**src/design/lapd_pkg.sv**
```systemverilog
// shared constants, types and register codes for the light average to pwm duty block
`timescale 1ns / 1ps

package lapd_pkg;

  // window depth of the sample ring
  localparam int WINDOW   = 10;

  localparam int SAMPLE_W = 12;
  localparam int TOP_W    = 16;
  localparam int THR_W    = 12;
  localparam int CNT_W    = $clog2(WINDOW + 1);
  localparam int IDX_W    = (WINDOW > 1) ? $clog2(WINDOW) : 1;
  localparam int SUM_W    = SAMPLE_W + CNT_W;

  // duty fractions are tenths of the top value
  localparam int TENTHS   = 10;
  localparam int K_W      = 4;
  localparam int PROD_W   = TOP_W + K_W;

  // reciprocal of ten, floor is exact for every scaled top value below 2^20
  localparam int RECIP_SHIFT = 23;
  localparam logic [PROD_W-1:0] RECIP_TENTH =
    PROD_W'(((1 << RECIP_SHIFT) + TENTHS - 1) / TENTHS);

  // divider sizing for the mean
  localparam int DIV_W    = SUM_W;
  localparam int DVSR_W   = CNT_W;
  localparam int DCNT_W   = $clog2(DIV_W + 1);

  // configuration register codes
  localparam int REG_IDX_W = 3;
  localparam logic [REG_IDX_W-1:0] REG_DUTY_TOP   = 3'd0;
  localparam logic [REG_IDX_W-1:0] REG_THR_FULL   = 3'd1;
  localparam logic [REG_IDX_W-1:0] REG_THR_EIGHTY = 3'd2;
  localparam logic [REG_IDX_W-1:0] REG_THR_HALF   = 3'd3;
  localparam logic [REG_IDX_W-1:0] REG_THR_THIRTY = 3'd4;
  localparam logic [REG_IDX_W-1:0] REG_THR_TENTH  = 3'd5;

  // register reset values
  localparam logic [TOP_W-1:0] RST_DUTY_TOP   = 16'd12500;
  localparam logic [THR_W-1:0] RST_THR_FULL   = 12'd500;
  localparam logic [THR_W-1:0] RST_THR_EIGHTY = 12'd600;
  localparam logic [THR_W-1:0] RST_THR_HALF   = 12'd800;
  localparam logic [THR_W-1:0] RST_THR_THIRTY = 12'd1100;
  localparam logic [THR_W-1:0] RST_THR_TENTH  = 12'd1600;

  // duty step multipliers in tenths
  localparam logic [K_W-1:0] K_EIGHTY = 4'd8;
  localparam logic [K_W-1:0] K_HALF   = 4'd5;
  localparam logic [K_W-1:0] K_THIRTY = 4'd3;
  localparam logic [K_W-1:0] K_TENTH  = 4'd1;

  typedef struct packed {
    logic [TOP_W-1:0] duty_top;
    logic [THR_W-1:0] thr_full;
    logic [THR_W-1:0] thr_eighty;
    logic [THR_W-1:0] thr_half;
    logic [THR_W-1:0] thr_thirty;
    logic [THR_W-1:0] thr_tenth;
  } cfg_regs_t;

  typedef struct packed {
    logic              start;
    logic [DIV_W-1:0]  dividend;
    logic [DVSR_W-1:0] divisor;
  } div_req_t;

  typedef struct packed {
    logic             done;
    logic [DIV_W-1:0] quotient;
  } div_rsp_t;

endpackage

```
**src/design/lapd_cfg.sv**
```systemverilog
// configuration register file
`timescale 1ns / 1ps

module lapd_cfg (
  input  logic                           clk,
  input  logic                           rst_n,
  input  logic                           wr_en,
  input  logic [lapd_pkg::REG_IDX_W-1:0] wr_index,
  input  logic [lapd_pkg::TOP_W-1:0]     wr_data,
  output lapd_pkg::cfg_regs_t            regs
);

  lapd_pkg::cfg_regs_t regs_r;
  lapd_pkg::cfg_regs_t regs_nxt;

  always_comb begin
    regs_nxt = regs_r;
    if (wr_en) begin
      unique case (wr_index)
        lapd_pkg::REG_DUTY_TOP:   regs_nxt.duty_top   = wr_data;
        lapd_pkg::REG_THR_FULL:   regs_nxt.thr_full   = wr_data[lapd_pkg::THR_W-1:0];
        lapd_pkg::REG_THR_EIGHTY: regs_nxt.thr_eighty = wr_data[lapd_pkg::THR_W-1:0];
        lapd_pkg::REG_THR_HALF:   regs_nxt.thr_half   = wr_data[lapd_pkg::THR_W-1:0];
        lapd_pkg::REG_THR_THIRTY: regs_nxt.thr_thirty = wr_data[lapd_pkg::THR_W-1:0];
        lapd_pkg::REG_THR_TENTH:  regs_nxt.thr_tenth  = wr_data[lapd_pkg::THR_W-1:0];
        default:                  regs_nxt = regs_r;
      endcase
    end
  end

  always_ff @(posedge clk) begin
    if (!rst_n) begin
      regs_r.duty_top   <= lapd_pkg::RST_DUTY_TOP;
      regs_r.thr_full   <= lapd_pkg::RST_THR_FULL;
      regs_r.thr_eighty <= lapd_pkg::RST_THR_EIGHTY;
      regs_r.thr_half   <= lapd_pkg::RST_THR_HALF;
      regs_r.thr_thirty <= lapd_pkg::RST_THR_THIRTY;
      regs_r.thr_tenth  <= lapd_pkg::RST_THR_TENTH;
    end else begin
      regs_r <= regs_nxt;
    end
  end

  assign regs = regs_r;

endmodule

```
**src/design/lapd_div.sv**
```systemverilog
// restoring divider for the mean, one quotient bit per cycle
`timescale 1ns / 1ps

module lapd_div (
  input  logic                clk,
  input  logic                rst_n,
  input  lapd_pkg::div_req_t  req,
  output lapd_pkg::div_rsp_t  rsp
);

  logic                          busy_r, busy_nxt;
  logic                          done_r, done_nxt;
  logic [lapd_pkg::DCNT_W-1:0]   cnt_r, cnt_nxt;
  logic [lapd_pkg::DIV_W-1:0]    quo_r, quo_nxt;
  logic [lapd_pkg::DVSR_W-1:0]   rem_r, rem_nxt;
  logic [lapd_pkg::DVSR_W-1:0]   dvsr_r, dvsr_nxt;
  logic [lapd_pkg::DVSR_W:0]     trial;
  logic                          fits;

  // partial remainder shifted left with the next dividend bit
  assign trial = {rem_r, quo_r[lapd_pkg::DIV_W-1]};
  assign fits  = (trial >= {1'b0, dvsr_r});

  always_comb begin
    busy_nxt = busy_r;
    done_nxt = 1'b0;
    cnt_nxt  = cnt_r;
    quo_nxt  = quo_r;
    rem_nxt  = rem_r;
    dvsr_nxt = dvsr_r;
    if (req.start) begin
      busy_nxt = 1'b1;
      cnt_nxt  = lapd_pkg::DCNT_W'(lapd_pkg::DIV_W);
      quo_nxt  = req.dividend;
      rem_nxt  = '0;
      dvsr_nxt = req.divisor;
    end else if (busy_r) begin
      rem_nxt = fits ? lapd_pkg::DVSR_W'(trial - {1'b0, dvsr_r})
                     : lapd_pkg::DVSR_W'(trial);
      quo_nxt = {quo_r[lapd_pkg::DIV_W-2:0], fits};
      cnt_nxt = cnt_r - lapd_pkg::DCNT_W'(1);
      if (cnt_r == lapd_pkg::DCNT_W'(1)) begin
        busy_nxt = 1'b0;
        done_nxt = 1'b1;
      end
    end
  end

  always_ff @(posedge clk) begin
    if (!rst_n) begin
      busy_r <= 1'b0;
      done_r <= 1'b0;
      cnt_r  <= '0;
    end else begin
      busy_r <= busy_nxt;
      done_r <= done_nxt;
      cnt_r  <= cnt_nxt;
    end
  end

  always_ff @(posedge clk) begin
    quo_r  <= quo_nxt;
    rem_r  <= rem_nxt;
    dvsr_r <= dvsr_nxt;
  end

  assign rsp.done     = done_r;
  assign rsp.quotient = quo_r;

endmodule

```
**src/design/light_average_to_pwm_duty_top.sv**
```systemverilog
// top level: sample ring, summing sequencer, duty step map and mean divider
`timescale 1ns / 1ps

//  channel | ports                                      | direction
//  --------+--------------------------------------------+----------
//  in      | in_valid, in_ready, in_light_sample        | sink
//  out     | out_valid, out_ready, out_mean_level,      | source
//          | out_duty_value                             |
//  cfg     | cfg_valid, cfg_ready, cfg_index, cfg_data  | sink
//
//  one transaction runs from acceptance through ST_SUM, ST_DIV_MEAN and ST_MAP to
//  ST_OUT, by way of ST_DIV_DUTY when the duty is a fractional step (eight, five,
//  three or one tenth); the mean runs on the 16-step restoring divider; the divide
//  by ten is a reciprocal multiply in a state of its own
//  synchronous active-low reset clears write slot, fill count, sequencer, out_valid and
//  the configuration registers to their defaults; ring contents are not cleared
//  a result held back by out_ready keeps the sequencer in its output state, and
//  in_ready stays low until the block is back in idle

module light_average_to_pwm_duty_top (
  input  logic                              clk,
  input  logic                              rst_n,

  input  logic                              in_valid,
  output logic                              in_ready,
  input  logic [lapd_pkg::SAMPLE_W-1:0]     in_light_sample,

  output logic                              out_valid,
  input  logic                              out_ready,
  output logic [lapd_pkg::SAMPLE_W-1:0]     out_mean_level,
  output logic [lapd_pkg::TOP_W-1:0]        out_duty_value,

  input  logic                              cfg_valid,
  output logic                              cfg_ready,
  input  logic [lapd_pkg::REG_IDX_W-1:0]    cfg_index,
  input  logic [lapd_pkg::TOP_W-1:0]        cfg_data
);

  // sequencer states, one-hot
  typedef enum logic [5:0] {
    ST_IDLE     = 6'b000001,
    ST_SUM      = 6'b000010,
    ST_DIV_MEAN = 6'b000100,
    ST_MAP      = 6'b001000,
    ST_DIV_DUTY = 6'b010000,
    ST_OUT      = 6'b100000
  } state_t;

  state_t                          state_r, state_nxt;

  // sample ring, no reset: only entries already written are ever summed
  logic [lapd_pkg::SAMPLE_W-1:0]   ring_r [lapd_pkg::WINDOW];
  logic [lapd_pkg::IDX_W-1:0]      write_slot_r, write_slot_nxt;
  logic [lapd_pkg::CNT_W-1:0]      fill_count_r, fill_count_nxt;

  // summing walk over the filled entries
  logic [lapd_pkg::IDX_W-1:0]      idx_r, idx_nxt;
  logic [lapd_pkg::SUM_W-1:0]      sum_r, sum_nxt, sum_acc;
  logic                            last_entry;

  // working results
  logic [lapd_pkg::SAMPLE_W-1:0]   mean_r, mean_nxt;
  logic [lapd_pkg::TOP_W-1:0]      duty_r, duty_nxt;
  logic [lapd_pkg::PROD_W-1:0]     scaled_r, scaled_nxt;

  // output register
  logic                            out_valid_r, out_valid_nxt;
  logic [lapd_pkg::SAMPLE_W-1:0]   out_mean_r, out_mean_nxt;
  logic [lapd_pkg::TOP_W-1:0]      out_duty_r, out_duty_nxt;

  // duty step decode
  logic                            step_full, step_zero;
  logic [lapd_pkg::K_W-1:0]        step_k;
  logic [lapd_pkg::PROD_W-1:0]     top_scaled;
  logic [2*lapd_pkg::PROD_W-1:0]   duty_prod;

  lapd_pkg::cfg_regs_t             regs;
  lapd_pkg::div_req_t              div_req;
  lapd_pkg::div_rsp_t              div_rsp;

  logic                            in_take;
  logic                            out_load;

  // config writes are always taken
  assign cfg_ready = 1'b1;

  lapd_cfg u_cfg (
    .clk      (clk),
    .rst_n    (rst_n),
    .wr_en    (cfg_valid),
    .wr_index (cfg_index),
    .wr_data  (cfg_data),
    .regs     (regs)
  );

  lapd_div u_div (
    .clk   (clk),
    .rst_n (rst_n),
    .req   (div_req),
    .rsp   (div_rsp)
  );

  assign in_ready = (state_r == ST_IDLE);
  assign in_take  = in_valid && in_ready;

  // running sum with the entry at the walk pointer
  assign sum_acc    = sum_r + lapd_pkg::SUM_W'(ring_r[idx_r]);
  assign last_entry = ((lapd_pkg::CNT_W'(idx_r) + lapd_pkg::CNT_W'(1)) == fill_count_r);

  // thresholds checked in fixed order, first hit wins
  always_comb begin
    step_full = 1'b0;
    step_zero = 1'b0;
    step_k    = lapd_pkg::K_TENTH;
    priority if (mean_r < regs.thr_full) begin
      step_full = 1'b1;
    end else if (mean_r < regs.thr_eighty) begin
      step_k = lapd_pkg::K_EIGHTY;
    end else if (mean_r < regs.thr_half) begin
      step_k = lapd_pkg::K_HALF;
    end else if (mean_r < regs.thr_thirty) begin
      step_k = lapd_pkg::K_THIRTY;
    end else if (mean_r < regs.thr_tenth) begin
      step_k = lapd_pkg::K_TENTH;
    end else begin
      step_zero = 1'b1;
    end
  end

  // small constant multiple of the top value, exact before the divide by ten
  assign top_scaled = lapd_pkg::PROD_W'(regs.duty_top) * lapd_pkg::PROD_W'(step_k);

  // divide by ten as a multiply by the rounded-up reciprocal
  assign duty_prod = (2*lapd_pkg::PROD_W)'(scaled_r)
                   * (2*lapd_pkg::PROD_W)'(lapd_pkg::RECIP_TENTH);

  // output register frees as soon as its transaction completes
  assign out_load = (state_r == ST_OUT) && (!out_valid_r || out_ready);

  always_comb begin
    state_nxt      = state_r;
    write_slot_nxt = write_slot_r;
    fill_count_nxt = fill_count_r;
    idx_nxt        = idx_r;
    sum_nxt        = sum_r;
    mean_nxt       = mean_r;
    duty_nxt       = duty_r;
    scaled_nxt     = scaled_r;
    div_req        = '0;

    unique case (state_r)
      ST_IDLE: begin
        if (in_take) begin
          write_slot_nxt = (write_slot_r == lapd_pkg::IDX_W'(lapd_pkg::WINDOW - 1))
                           ? '0 : write_slot_r + lapd_pkg::IDX_W'(1);
          if (fill_count_r < lapd_pkg::CNT_W'(lapd_pkg::WINDOW)) begin
            fill_count_nxt = fill_count_r + lapd_pkg::CNT_W'(1);
          end
          idx_nxt   = '0;
          sum_nxt   = '0;
          state_nxt = ST_SUM;
        end
      end
      ST_SUM: begin
        sum_nxt = sum_acc;
        idx_nxt = idx_r + lapd_pkg::IDX_W'(1);
        if (last_entry) begin
          // mean = sum / samples held
          div_req.start    = 1'b1;
          div_req.dividend = lapd_pkg::DIV_W'(sum_acc);
          div_req.divisor  = lapd_pkg::DVSR_W'(fill_count_r);
          state_nxt        = ST_DIV_MEAN;
        end
      end
      ST_DIV_MEAN: begin
        if (div_rsp.done) begin
          mean_nxt  = div_rsp.quotient[lapd_pkg::SAMPLE_W-1:0];
          state_nxt = ST_MAP;
        end
      end
      ST_MAP: begin
        if (step_full) begin
          duty_nxt  = regs.duty_top;
          state_nxt = ST_OUT;
        end else if (step_zero) begin
          duty_nxt  = '0;
          state_nxt = ST_OUT;
        end else begin
          // floor(top * k / 10) in the next cycle
          scaled_nxt = top_scaled;
          state_nxt  = ST_DIV_DUTY;
        end
      end
      ST_DIV_DUTY: begin
        duty_nxt  = duty_prod[lapd_pkg::RECIP_SHIFT +: lapd_pkg::TOP_W];
        state_nxt = ST_OUT;
      end
      ST_OUT: begin
        if (out_load) begin
          state_nxt = ST_IDLE;
        end
      end
      default: begin
        state_nxt = ST_IDLE;
      end
    endcase
  end

  always_comb begin
    out_valid_nxt = out_valid_r;
    out_mean_nxt  = out_mean_r;
    out_duty_nxt  = out_duty_r;
    if (out_load) begin
      out_valid_nxt = 1'b1;
      out_mean_nxt  = mean_r;
      out_duty_nxt  = duty_r;
    end else if (out_valid_r && out_ready) begin
      out_valid_nxt = 1'b0;
    end
  end

  // control state
  always_ff @(posedge clk) begin
    if (!rst_n) begin
      state_r      <= ST_IDLE;
      write_slot_r <= '0;
      fill_count_r <= '0;
      out_valid_r  <= 1'b0;
    end else begin
      state_r      <= state_nxt;
      write_slot_r <= write_slot_nxt;
      fill_count_r <= fill_count_nxt;
      out_valid_r  <= out_valid_nxt;
    end
  end

  // payload and datapath registers
  always_ff @(posedge clk) begin
    idx_r      <= idx_nxt;
    sum_r      <= sum_nxt;
    mean_r     <= mean_nxt;
    duty_r     <= duty_nxt;
    scaled_r   <= scaled_nxt;
    out_mean_r <= out_mean_nxt;
    out_duty_r <= out_duty_nxt;
    if (in_take) begin
      ring_r[write_slot_r] <= in_light_sample;
    end
  end

  assign out_valid      = out_valid_r;
  assign out_mean_level = out_mean_r;
  assign out_duty_value = out_duty_r;

endmodule
```
**config.mk**
```make
export PLATFORM = sky130hd
export DESIGN_NAME = light_average_to_pwm_duty_top
export DESIGN_NICKNAME = d
export VERILOG_FILES = /design/src/design/lapd_pkg.sv /design/src/design/lapd_cfg.sv /design/src/design/lapd_div.sv /design/src/design/light_average_to_pwm_duty_top.sv
export SDC_FILE = /design/constraint.sdc
export NUM_CORES = 1
export LEC_CHECK = 0
export BUFFER_PORTS_ARGS = -buffer_cell sky130_fd_sc_hd__buf_2
export CELL_PAD_IN_SITES_DETAIL_PLACEMENT = 0
export CELL_PAD_IN_SITES_GLOBAL_PLACEMENT = 1
export CORE_MARGIN = 2
export CORE_UTILIZATION = 40
export CTS_BUF_LIST = sky130_fd_sc_hd__clkbuf_4
export DETAILED_ROUTE_END_ITERATION = 7
export PLACE_DENSITY = 0.63
export SETUP_SLACK_MARGIN = 0.1
export SLEW_MARGIN = 20
export SYNTH_ARGS = -nofsm -noshare
export SYNTH_HDL_FRONTEND = slang
export SYNTH_HIERARCHICAL = 1
export SYNTH_SLANG_ARGS = --single-unit
```
**constraint.sdc**
```tcl
create_clock -name clk -period 7.1 [get_ports clk]
set_input_delay 1.065 -clock clk [delete_from_list [all_inputs] [get_ports clk]]
set_output_delay 1.065 -clock clk [all_outputs]
set_load 0.01 [all_outputs]
```
==> impl_results.md <==
* Initial antenna violation count at 3
* Crit path largest cell delay at 580 ps
* Hold Vio Cnt, Final at 0
* CTS Sinks at 342
* Cell Chain, Critical Path: ha_1 > fa_1 > ha_1 > inv_1 > fa_1 > inv_1 > fa_1 > fa_1 > inv_1 > fa_1 > inv_1 > ha_1 > nand2_1 > nor3_2 > o2111ai_1 > a311o_1 > a31oi_4 > a21oi_2 > o31a_1 > o21ai_2 > xnor2_1 > o21ai_1
* Resize count post-CTS at 0
* Core Region at 58900 um2
* Final ANT Viol Nets at 0
* Psw at 1.80 mW
* Final Cell Area at 26400 um2
* # setup viols final at 0
* Hold/Removal Path Class: flop to flop
* Cell variety after synth at around 80
* Clock Power Share at approximately 32%
* Area contributors post-synth: edfxtp_1 30%, ha_1 16%, fa_1 13%
* Via Count at 15400
* Largest net degree at the start of global routing at 62
* All-layer global routing usage at 19.3%
* Post-DP HPWL at about 44000 um
* Crit start category: flop
* WL final at 57200 um
* Clock Tree Buf Depth at 3
* Setup TNS at 0 ps
* CP most frequent cell: fa_1
* Vias/cell at about 5.0
* RSZ-0062 raised after global routing: no
* Min cycle time layout at 6600 ps
* Max Slew Vio Count at 0
* Starting Density at around two fifths
* Peak Freq at between 150 and 200 MHz
* Post-Syn Nets at 2566
* Register clock-pin slew on the reported worst setup and hold paths at around 60 ps
* CTS Hold Bufs at 0
* Mean post-synth cell area at between 10 and 15 um2
* Postcts setup bufs at 0
* Chip Height at 248 um
* Share of layout cells above drive strength 1 at 13.7%
* Leakage at between 10 and 15 nW
* Max-cap violation count at 0
* Die Wd at 248 um
* Worst path arrival time at 7160 ps
* Worst skew pair latency at about 870 ps
* Area leader, netlist: edfxtp_1
* Worst path bufs/invs at 4
* Status: finished clean
* Post-synth EDFFs at around 240
* Post-synth top area share at roughly 30%
* CP delay by family, top: adder cells
* Cell count after synthesis at 2075
* Worst-path fanout max at 5
* Layout area overhead at 10.8%
* Register bit total from synthesis at 342
* DP Area at 25100 um2
* First-pass GRT wire length at 90400 um
* RR Startpoint: scaled_r[11]
* NumNets Final at 2697
* DRC at 0
* Pwr dens at 214 nW/um2
* Async SR Flop Fraction at 0%
* DIE AREA at between 60000 and 70000 um2
* Root buffer cell: clkbuf_4
* Pre-antenna DRT Iters at 5
* Main synth FF type: edfxtp_1
* Vias in the first global route at 16300
* Part of the power in combinational logic at between 20% and 30%
* Crit Path Category: flop to flop
* I/O pin total at 67
* H-tree Lvls at 3
* Tcrit/Tclk final at slightly above 90%
* Cell Int Power at between 3 and 4 mW
* Crit end category: flop
* CTS tree: built
* Peak VDD IR at 0.206 mV
* Critical Path RT at ~7700 ps
* HP Start: duty_r[2]
* Total power at around 5.7 mW
* Max-Slew Margin vs Limit at 28.4%
* Cell Rows at between 80 and 90
* Seq/Total Area, Yosys at between 30% and 40%
* Critical Path Start: scaled_r[11]
* GR Overflow Total at 0
* GP Congestion at 0.924
* DRT iter0 DRCs at ~630
* Sequential power share at a little over two fifths
* Ys Warns at 6
* Net Sw Frac at between 30% and 40%
* TritonCTS Buffers at between 90 and 100
* DR WL/cell at 18.7 um
* Port Buffers at 65
* CP max stage cell: edfxtp_1
* Clk_skew at 65.8 ps
* Worst-Margin Slew at 1070 ps
* Synth Cell Area at around 24000 um2
-- stage by stage --
| stage | hold slack [ps] | utilization, % | instances | setup WS [ps] |
|---|---|---|---|---|
| floorplan | 400 | - | 2075 | 1060 |
| global route | 426 | 44.8 | 3058 | 126 |
| finish | 417 | 44.8 | 3058 | 503 |
| global placement | 404 | 42.6 | 2882 | 465 |
| detailed placement | 406 | 42.6 | 2882 | 456 |
| CTS | 411 | 44.8 | 3054 | 421 |
-- worst reg2reg max path: cells and delay by family (launching register included) --
family	cells	cell delay, ps
flip-flops	1	580
adder cells (fa/ha/maj)	8	3610
AND/OR/NAND/NOR	2	290
AO/OA/AOI/OAI	7	1520
buffers and inverters	4	190
XOR/XNOR	1	140
-- final timing paths --
check                           slack (ps)                 to  cells past startpoint
worst min-delay path                   420  out_duty_value[2]                      0
worst max-delay path                   500         duty_r[15]                     22
worst min register to register         420  out_duty_value[2]                      0
worst max register to register         500         duty_r[15]                     22
-- final cells by class --
class                      count  area (um2)
sequential                   342        9210
inverter                     319        1200
clock inverter                28         166
clock buffer                 144        1080
tap                          773         967
multi-input combinational   1361       13200
timing repair buffer          88         508
fill                        5483       32500
antenna                        3        7.51
-- routing by layer --
layer	up-vias	global-route usage (%)	share of wire [%]
met3	87	3.63	3.8
met4	0	6.89	2.9
met5	-	0	0
met1	7562	24.7	44
met2	274	32.6	49
li1	7458	-	-
-- placed cells by master (no fill, tap or decap), drive strengths merged, types with 4 or more instances in the layout --
| master | Yosys | final |
|---|---|---|
| xor2 | 33 | 33 |
| nor3b | 4 | 4 |
| nand3 | 12 | 12 |
| o211ai | 5 | 5 |
| clkbuf | 35 | 144 |
| nand2b | 13 | 13 |
| a31oi | 5 | 5 |
| ha | 296 | 296 |
| and3 | 20 | 20 |
| a21boi | 8 | 8 |
| or3 | 6 | 6 |
| nand2 | 142 | 142 |
| nor2 | 50 | 50 |
| nand3b | 5 | 5 |
| mux2 | 16 | 16 |
| xnor2 | 41 | 41 |
| nor3 | 18 | 18 |
| mux2i | 88 | 88 |
| mux4 | 24 | 24 |
| o22ai | 5 | 5 |
| o21ai | 53 | 53 |
| dfxtp | 106 | 106 |
| a211oi | 21 | 21 |
| fa | 159 | 159 |
| o21a | 4 | 4 |
| nor2b | 72 | 72 |
| or2 | 10 | 10 |
| a21o | 40 | 40 |
| edfxtp | 236 | 236 |
| buf | 18 | 88 |
| a2111oi | 4 | 4 |
| clkinv | 0 | 25 |
| a21oi | 75 | 75 |
| nand4 | 10 | 10 |
| nor4 | 10 | 10 |
| inv | 319 | 321 |
| and2 | 55 | 55 |
| o21bai | 10 | 10 |
-- synthesized netlist by cell type (33+ instances only) --
library cell and number:
dfxtp_1 106, a21oi_1 74, ha_1 296, and2_1 54
nor2b_1 72, nand2_1 142, xor2_1 33, edfxtp_1 236
o21ai_0 48, clkbuf_1 35, fa_1 159, a21o_1 40
xnor2_1 41, mux2i_1 88, nor2_1 50, inv_1 318
-- logic make-up after synthesis --
kind of cell | synth area share [%]
other cells | 0.0157
simple gates | 9.91
compound gates | 7.09
fa+ha+maj | 28.9
buf+inv | 5.98
mux | 6.72
flops | 38.7
xor+xnor | 2.72
-- sequential cells by signal, summed over array words and instances (netlist names), named ones only --
signal and count:
u_div/done_r 1, ring_r 120, out_valid 1, out_duty_value 16, write_slot_r 4, u_div/dvsr_r 4
sum_r 16, out_mean_level 12, u_div/cnt_r 5, u_cfg/regs 76, state_r 6, idx_r 4
duty_r 16, u_div/quo_r 16, fill_count_r 4, u_div/busy_r 1, u_div/rem_r 4, scaled_r 20
mean_r 12
-- power by group through the flow --
stage,Clock (mW),Sequential [mW],Combinational (mW)
final,1.82,2.41,1.42
after global routing,1.99,2.43,1.59
after CTS,1.90,2.41,1.44
after detailed placement,0,2.45,1.43
after global placement,0,2.45,1.41
after floorplan,0,2.39,1.13
No activity file was read; power rests on OpenSTA's default activity.
